**src/rtl/core/ndopt_pkg.sv**
```systemverilog
// Shared types and constants for the neighbor discovery option parser.
// No dependencies.
package ndopt_pkg;

  localparam int unsigned MaxAreaBytes = 2048;
  localparam int unsigned PosW         = $clog2(MaxAreaBytes + 1);
  localparam int unsigned OffW         = 11;
  localparam int unsigned LeftW        = 11;
  localparam int unsigned NumRec       = 6;
  localparam int unsigned MaskW        = 5;

  // slots of the recorded offset array
  localparam int unsigned RecSrc      = 0;
  localparam int unsigned RecTgt      = 1;
  localparam int unsigned RecPfxFirst = 2;
  localparam int unsigned RecRedir    = 3;
  localparam int unsigned RecMtu      = 4;
  localparam int unsigned RecPfxLast  = 5;

  // option type codes
  localparam logic [7:0] OptSrcLl  = 8'd1;
  localparam logic [7:0] OptTgtLl  = 8'd2;
  localparam logic [7:0] OptPrefix = 8'd3;
  localparam logic [7:0] OptRedir  = 8'd4;
  localparam logic [7:0] OptMtu    = 8'd5;

  // present mask bits
  localparam int unsigned BitSrc    = 0;
  localparam int unsigned BitTgt    = 1;
  localparam int unsigned BitPrefix = 2;
  localparam int unsigned BitRedir  = 3;
  localparam int unsigned BitMtu    = 4;

  typedef enum logic [1:0] {
    PhType = 2'd0,
    PhLen  = 2'd1,
    PhBody = 2'd2
  } phase_e;

  typedef struct packed {
    logic                          area_valid;
    logic [MaskW-1:0]              present_mask;
    logic [NumRec-1:0][OffW-1:0]   offs;
    logic [1:0]                    len_ok;
  } ndopt_sum_t;

endpackage

```
**src/rtl/core/ndopt_walker.sv**
```systemverilog
// Option walk state for the neighbor discovery option parser: one byte per step,
// summary of the area after that byte. Depends on ndopt_pkg.
module ndopt_walker import ndopt_pkg::*; (
  input  logic       clk_i,
  input  logic       rst_ni,
  input  logic       step_i,
  input  logic [7:0] data_i,
  input  logic       last_i,
  input  logic       empty_i,
  output ndopt_sum_t sum_o
);

  logic [PosW-1:0]             pos_q, pos_d;
  logic [LeftW-1:0]            left_q, left_d;
  phase_e                      phase_q, phase_d;
  logic [7:0]                  type_q, type_d;
  logic [OffW-1:0]             start_q, start_d;
  logic                        err_q, err_d;
  logic [MaskW-1:0]            found_q, found_d;
  logic [NumRec-1:0][OffW-1:0] rec_q, rec_d;
  logic [1:0]                  lenok_q, lenok_d;
  logic [LeftW-1:0]            total;
  logic                        area_ok;

  always_comb begin
    pos_d   = pos_q;
    left_d  = left_q;
    phase_d = phase_q;
    type_d  = type_q;
    start_d = start_q;
    err_d   = err_q;
    found_d = found_q;
    rec_d   = rec_q;
    lenok_d = lenok_q;
    total   = {data_i, 3'b000};

    if (pos_q >= PosW'(MaxAreaBytes)) begin
      err_d = 1'b1;
    end else begin
      pos_d = pos_q + PosW'(1);
    end

    if (!err_d) begin
      unique case (phase_q)
        PhType: begin
          type_d  = data_i;
          start_d = OffW'(pos_q);
          phase_d = PhLen;
        end
        PhLen: begin
          if (data_i == 8'd0) begin
            err_d = 1'b1;
          end else begin
            unique case (type_q)
              OptSrcLl: begin
                if (!found_q[BitSrc]) begin
                  found_d[BitSrc] = 1'b1;
                  rec_d[RecSrc]   = start_q;
                  lenok_d[0]      = (data_i == 8'd1);
                end
              end
              OptTgtLl: begin
                if (!found_q[BitTgt]) begin
                  found_d[BitTgt] = 1'b1;
                  rec_d[RecTgt]   = start_q;
                  lenok_d[1]      = (data_i == 8'd1);
                end
              end
              OptPrefix: begin
                rec_d[RecPfxLast] = start_q;
                if (!found_q[BitPrefix]) begin
                  found_d[BitPrefix] = 1'b1;
                  rec_d[RecPfxFirst] = start_q;
                end
              end
              OptRedir: begin
                if (!found_q[BitRedir]) begin
                  found_d[BitRedir] = 1'b1;
                  rec_d[RecRedir]   = start_q;
                end
              end
              OptMtu: begin
                if (!found_q[BitMtu]) begin
                  found_d[BitMtu] = 1'b1;
                  rec_d[RecMtu]   = start_q;
                end
              end
              default: ;
            endcase
            left_d  = total - LeftW'(2);
            phase_d = (left_d == '0) ? PhType : PhBody;
          end
        end
        PhBody: begin
          if (left_q != '0) begin
            left_d = left_q - LeftW'(1);
          end
          if (left_d == '0) begin
            phase_d = PhType;
          end
        end
        default: ;
      endcase
    end
  end

  assign area_ok = !err_d && (phase_d == PhType);

  always_comb begin
    sum_o = '0;
    if (empty_i) begin
      sum_o.area_valid = 1'b1;
    end else if (area_ok) begin
      sum_o.area_valid   = 1'b1;
      sum_o.present_mask = found_d;
      sum_o.offs         = rec_d;
      sum_o.len_ok       = lenok_d;
    end
  end

  always_ff @(posedge clk_i or negedge rst_ni) begin
    if (!rst_ni) begin
      pos_q   <= '0;
      left_q  <= '0;
      phase_q <= PhType;
      type_q  <= '0;
      start_q <= '0;
      err_q   <= 1'b0;
      found_q <= '0;
      rec_q   <= '0;
      lenok_q <= '0;
    end else if (step_i) begin
      if (last_i || empty_i) begin
        pos_q   <= '0;
        left_q  <= '0;
        phase_q <= PhType;
        type_q  <= '0;
        start_q <= '0;
        err_q   <= 1'b0;
        found_q <= '0;
        rec_q   <= '0;
        lenok_q <= '0;
      end else begin
        pos_q   <= pos_d;
        left_q  <= left_d;
        phase_q <= phase_d;
        type_q  <= type_d;
        start_q <= start_d;
        err_q   <= err_d;
        found_q <= found_d;
        rec_q   <= rec_d;
        lenok_q <= lenok_d;
      end
    end
  end

endmodule

```
**src/rtl/core/nd_option_tlv_parser.sv**
```systemverilog
// Top level of the neighbor discovery option parser: input word register,
// option walker and summary register. Depends on ndopt_pkg and ndopt_walker.

// Takes one option-area byte per word and accepts a new word every cycle, with no
// bubbles between areas, as long as each summary is taken when it is offered. A
// summary appears after the word that ends the area (last_byte_i or empty_area_i)
// is accepted: the word is first held in the input register, and the walker
// update loads the summary register as the word leaves it; the walker's state
// update on each word sets the rate of one word per clock. A summary still
// waiting on the output holds an area-ending word in the input register, and the
// input stalls until the summary is taken. Offsets are byte positions of an
// option's type byte within the area. An invalid area gives area_valid_o = 0 with
// all other summary fields zero.
module nd_option_tlv_parser import ndopt_pkg::*; (
  input  logic            clk_i,
  input  logic            rst_ni,
  input  logic            in_valid_i,
  output logic            in_ready_o,
  input  logic [7:0]      data_byte_i,
  input  logic            last_byte_i,
  input  logic            empty_area_i,
  output logic            out_valid_o,
  input  logic            out_ready_i,
  output logic            area_valid_o,
  output logic [4:0]      present_mask_o,
  output logic [OffW-1:0] source_ll_offset_o,
  output logic [OffW-1:0] target_ll_offset_o,
  output logic [OffW-1:0] mtu_offset_o,
  output logic [OffW-1:0] redirect_offset_o,
  output logic [OffW-1:0] prefix_first_offset_o,
  output logic [OffW-1:0] prefix_last_offset_o,
  output logic            source_ll_len_ok_o,
  output logic            target_ll_len_ok_o
);

  logic       s1_valid_q;
  logic [7:0] s1_data_q;
  logic       s1_last_q;
  logic       s1_empty_q;
  logic       s1_emits;
  logic       s1_go;
  logic       out_free;
  logic       out_valid_q;
  ndopt_sum_t sum;
  ndopt_sum_t out_q;

  assign s1_emits   = s1_last_q || s1_empty_q;
  assign out_free   = !out_valid_q || out_ready_i;
  assign s1_go      = s1_valid_q && (!s1_emits || out_free);
  assign in_ready_o = !s1_valid_q || s1_go;

  always_ff @(posedge clk_i or negedge rst_ni) begin
    if (!rst_ni) begin
      s1_valid_q <= 1'b0;
    end else if (in_ready_o) begin
      s1_valid_q <= in_valid_i;
    end
  end

  always_ff @(posedge clk_i) begin
    if (in_ready_o && in_valid_i) begin
      s1_data_q  <= data_byte_i;
      s1_last_q  <= last_byte_i;
      s1_empty_q <= empty_area_i;
    end
  end

  ndopt_walker u_walker (
    .clk_i   (clk_i),
    .rst_ni  (rst_ni),
    .step_i  (s1_go),
    .data_i  (s1_data_q),
    .last_i  (s1_last_q),
    .empty_i (s1_empty_q),
    .sum_o   (sum)
  );

  always_ff @(posedge clk_i or negedge rst_ni) begin
    if (!rst_ni) begin
      out_valid_q <= 1'b0;
    end else if (s1_go && s1_emits) begin
      out_valid_q <= 1'b1;
    end else if (out_ready_i) begin
      out_valid_q <= 1'b0;
    end
  end

  always_ff @(posedge clk_i) begin
    if (s1_go && s1_emits) begin
      out_q <= sum;
    end
  end

  assign out_valid_o           = out_valid_q;
  assign area_valid_o          = out_q.area_valid;
  assign present_mask_o        = out_q.present_mask;
  assign source_ll_offset_o    = out_q.offs[RecSrc];
  assign target_ll_offset_o    = out_q.offs[RecTgt];
  assign mtu_offset_o          = out_q.offs[RecMtu];
  assign redirect_offset_o     = out_q.offs[RecRedir];
  assign prefix_first_offset_o = out_q.offs[RecPfxFirst];
  assign prefix_last_offset_o  = out_q.offs[RecPfxLast];
  assign source_ll_len_ok_o    = out_q.len_ok[0];
  assign target_ll_len_ok_o    = out_q.len_ok[1];

`ifndef SYNTHESIS
  a_invalid_clean: assert property (@(posedge clk_i) disable iff (!rst_ni)
    out_valid_o && !area_valid_o |->
      present_mask_o == '0 && !source_ll_len_ok_o && !target_ll_len_ok_o)
    else $error("invalid area summary carries option data");

  a_lenok_present: assert property (@(posedge clk_i) disable iff (!rst_ni)
    out_valid_o && (source_ll_len_ok_o || target_ll_len_ok_o) |->
      (!source_ll_len_ok_o || present_mask_o[BitSrc]) &&
      (!target_ll_len_ok_o || present_mask_o[BitTgt]))
    else $error("link-layer length flag without option present");

  a_prefix_absent: assert property (@(posedge clk_i) disable iff (!rst_ni)
    out_valid_o && !present_mask_o[BitPrefix] |->
      prefix_first_offset_o == '0 && prefix_last_offset_o == '0)
    else $error("prefix offsets set without prefix option");

  a_s1_hold: assert property (@(posedge clk_i) disable iff (!rst_ni)
    s1_valid_q && !s1_go |=> s1_valid_q)
    else $error("input word dropped while stalled");

  a_emit: assert property (@(posedge clk_i) disable iff (!rst_ni)
    s1_go && s1_emits |=> out_valid_o)
    else $error("area end did not produce a summary");
`endif

endmodule
```
**config.mk**
```make
export PLATFORM = sky130hd
export DESIGN_NAME = nd_option_tlv_parser
export DESIGN_NICKNAME = d
export VERILOG_FILES = /design/src/rtl/core/ndopt_pkg.sv /design/src/rtl/core/ndopt_walker.sv /design/src/rtl/core/nd_option_tlv_parser.sv
export SDC_FILE = /design/constraint.sdc
export NUM_CORES = 1
export LEC_CHECK = 0
export ABC_AREA = 1
export BUFFER_PORTS_ARGS = -buffer_cell sky130_fd_sc_hd__clkbuf_2
export CORE_UTILIZATION = 55
export CTS_BUF_LIST = sky130_fd_sc_hd__clkbuf_16
export CTS_CLUSTER_SIZE = 16
export DETAILED_ROUTE_END_ITERATION = 7
export GPL_TIMING_DRIVEN = 0
export PLACE_DENSITY = 0.75
export SKIP_LAST_GASP = 1
export SLEW_MARGIN = 20
export SYNTH_ARGS = -nofsm -noshare
export SYNTH_HDL_FRONTEND = slang
export SYNTH_SLANG_ARGS = --single-unit
export TNS_END_PERCENT = 10
```
**constraint.sdc**
```tcl
create_clock -name clk_i -period 3.7 [get_ports clk_i]
set_clock_uncertainty 0.1 [all_clocks]
set_input_delay 0.37 -clock clk_i [delete_from_list [all_inputs] [get_ports clk_i]]
set_output_delay 0.37 -clock clk_i [all_outputs]
set_load 0.03 [all_outputs]
```
==> results_dict.tcl <==
set metrics [dict create \
    synthToLayoutAreaGrowth_pct 18.8 \
    num_rows 46 \
    synth_common_cells "nand2_1, dfrtp_1, inv_1" \
    core_sq_um 16100 \
    fmax_mhz 381 \
    hold_class "in2reg" \
    grt_overflow_total 0 \
    place_congestion 0.888 \
    grt_max_degree 72 \
    htreeDepth 1 \
    slew_viol_final 0 \
    crit_path_start_kind "flop" \
    critPathKind "reg2reg" \
    finalCritPeriodShare 0.709 \
    via_per_inst 5.46 \
    dr_wl_met3_mm 1.52 \
    ys_types 37 \
    die_w_um 131 \
    start_util 0.569 \
    final_layout_size_suffix_gt1_frac 0.214 \
    dp.final_hpwl_mm 14.4 \
    grt_setup_unrepaired "false" \
    clockRootBuffer "clkbuf_16" \
    synth_most_common_cell "nand2_1" \
    seq_area_frac_synth 0.605 \
    cts_buffer_depth 3 \
    netlist.area_leader.share 0.329 \
    synth_area_per_cell_sq_um 9.59 \
    total_power_w 0.00603 \
    yosys.area.top_type "dfrtp_1" \
    finalCriticalPeriod_ns 2.62 \
    antenna_found_initial 0 \
    ys_ff_latch 204 \
    post_drt_wl_per_cell_um 16.3 \
    required_ns 3.94 \
    path_max_fanout 10 \
    synth_ff_type "dfrtp_1" \
    cp.arrival_ns 2.86 \
    vias 7159 \
    ant_nets 0 \
    wl_met1_mm 9.07 \
    vdd_ir_drop_max_uv 401 \
    die_h_um 131 \
    layout_setup_ws_ns 1.08 \
    maxCapViolations 0 \
    drt_iter0_markers 672 \
    hold_viol 0 \
    synth_warnings 0 \
    clkPwrFrac 0.404 \
    crit_family "simple AND/OR/NAND/NOR gates" \
    cts_tree "yes" \
    synth_edf_count 84 \
    synthesis.area_sq_um 9130 \
    portBuffers 89 \
    nets 1099 \
    cp_cell_sequence "inv_1, ha_1, inv_2, nor3_2, nand3_2, o21ai_1, nand2_1, nor2_1, nand4_1, nand2_1, nand2_1, buf_6, buf_6, nor2_2" \
    drt-total-wl_mm 21.4 \
    slew_headroom 0.624 \
    cpMostUsedCell "nand2_1" \
    grt_pass1_wl_mm 34.2 \
    power_leakage_nw 4.75 \
    pre_cts_ws_ns 1.10 \
    async_flop_share 0.588 \
    synth_area_leaders "dfrtp_1, edfxtp_1, nand2_1" \
    holdWs_ns 0.115 \
    crit_buf_inv 4 \
    globalRouteTotalUtil 0.262 \
    drc 0 \
    die_area_sq_um 17100 \
    grt_pass1_vias 6827 \
    synth_fp_nets 972 \
    cp-end-kind "flop" \
    seqPwrFrac 0.427 \
    switching_share 0.282 \
    clk_pin_slew_worst_paths_ns 0.06 \
    comb_power_share 0.169 \
    insertion_delay_ns 0.50 \
    post-cts-setup-buffers 0 \
    dr.pass1.iters 5 \
    top_layer "met4" \
    wl_met2_mm 10.2 \
    tns_ns 0 \
    cts_buffers 22 \
    powerDensity_nw_per_um2 556 \
    syn_inst 952 \
    tightestPinTransition_ns 0.558 \
    io-pin-count 90 \
    slowest_stage "dfrtp_1" \
    switchingPower_w 0.00170 \
    antenna-diode-count 0 \
    p_int_w 0.00433 \
    cts_num_sinks 204 \
    slowest_delay_ns 0.41 \
    finalSetupViolCount 0 \
    status "completed" \
]
-- flip-flops by register name, indices dropped and copies added (netlist names) --
signal,count
u_walker.type_q,8
source_ll_len_ok_o,1
prefix_last_offset_o,11
u_walker.err_q,1
mtu_offset_o,11
target_ll_offset_o,11
u_walker.phase_q,2
area_valid_o,1
s1_last_q,1
out_valid_o,1
redirect_offset_o,11
u_walker.start_q,11
s1_empty_q,1
present_mask_o,5
s1_valid_q,1
u_walker.left_q,11
source_ll_offset_o,11
u_walker.pos_q,12
u_walker.rec_q,66
u_walker.lenok_q,2
u_walker.found_q,5
target_ll_len_ok_o,1
s1_data_q,8
prefix_first_offset_o,11
-- layout make-up --
| cell class | instances | area (sq um) |
|---|---|---|
| Buffer | 41 | 218 |
| Clock buffer | 23 | 576 |
| Clock inverter | 17 | 241 |
| Fill cell | 1226 | 5210 |
| Inverter | 131 | 494 |
| Multi-Input combinational cell | 576 | 2900 |
| Sequential cell | 204 | 5530 |
| Tap cell | 216 | 270 |
| Timing Repair Buffer | 103 | 629 |
-- layer usage --
layer | vias up | global-route usage
li1 | 3421 | -
met1 | 3395 | 0.350
met2 | 292 | 0.435
met3 | 51 | 0.0395
met4 | 0 | 0.101
met5 | - | 0
-- repair_timing --
item | 4_1_cts | 5_1_grt
hold buffers | 12 | 0
resized for setup | 0 | 0
endpoints found under the hold margin | 60 | 0
-- worst paths after layout --
kind	slack (ns)	end	cells past startpoint	startpoint
min	0.12	out_valid_o	4	out_ready_i
max in group asynchronous	2.52	u_walker.rec_q[4]	3	rst_ni
max	1.08	prefix_first_offset_o[0]	14	u_walker.left_q[0]
min reg2reg	0.38	u_walker.rec_q[28]	2	u_walker.rec_q[28]
min in group asynchronous	0.28	u_walker.rec_q[31]	2	rst_ni
max reg2reg	1.08	prefix_first_offset_o[0]	14	u_walker.left_q[0]
-- cell families after synthesis --
logic type / count (synthesis) / synth area share
AOI/OAI and AO/OA: 204 / 0.126
buffers and inverters: 172 / 0.0777
DFF: 204 / 0.605
xor gates and xnor gates: 4 / 0.00384
adders and majority gates: 6 / 0.00822
and+or+nand+nor: 362 / 0.179
-- worst min-delay path, delay by kind of cell --
kind                   cells  cell delay, ns
AND/OR/NAND/NOR            2            0.19
buffers and inverters      2            0.12
-- metrics by stage --
| step | std cells | utilization | instance area [sq um] |
|---|---|---|---|
| 2_1_floorplan | 952 | - | 9130 |
| 3_3_place_gp | 1257 | 0.613 | 9850 |
| 3_5_place_dp | 1259 | 0.617 | 9910 |
| 4_1_cts | 1311 | 0.676 | 10900 |
| 5_1_grt | 1311 | 0.676 | 10900 |
| 6_report | 1311 | 0.676 | 10900 |
-- power groups by stage --
stage	Sequential [W]	Clock (W)	Combinational, W
2_1_floorplan	0.00275	0	0.000582
3_3_place_gp	0.00262	0	0.000976
3_5_place_dp	0.00262	0	0.00100
4_1_cts	0.00258	0.00247	0.00102
5_1_grt	0.00259	0.00255	0.00112
6_report	0.00258	0.00244	0.00102
-- cell usage in the layout, fill, tap and decap left out, drive strengths merged, types with 6 or more instances in the layout --
master / n
o21ai: 118
clkinv: 7
inv: 132
nand3: 38
bufinv: 6
dfrtp: 120
o22ai: 62
clkbuf: 137
nor3: 11
nand2: 183
nor2: 123
edfxtp: 84
a21oi: 11
ha: 6
buf: 18
dlygate4sd3: 12
No activity file was read; power rests on OpenSTA's default activity.
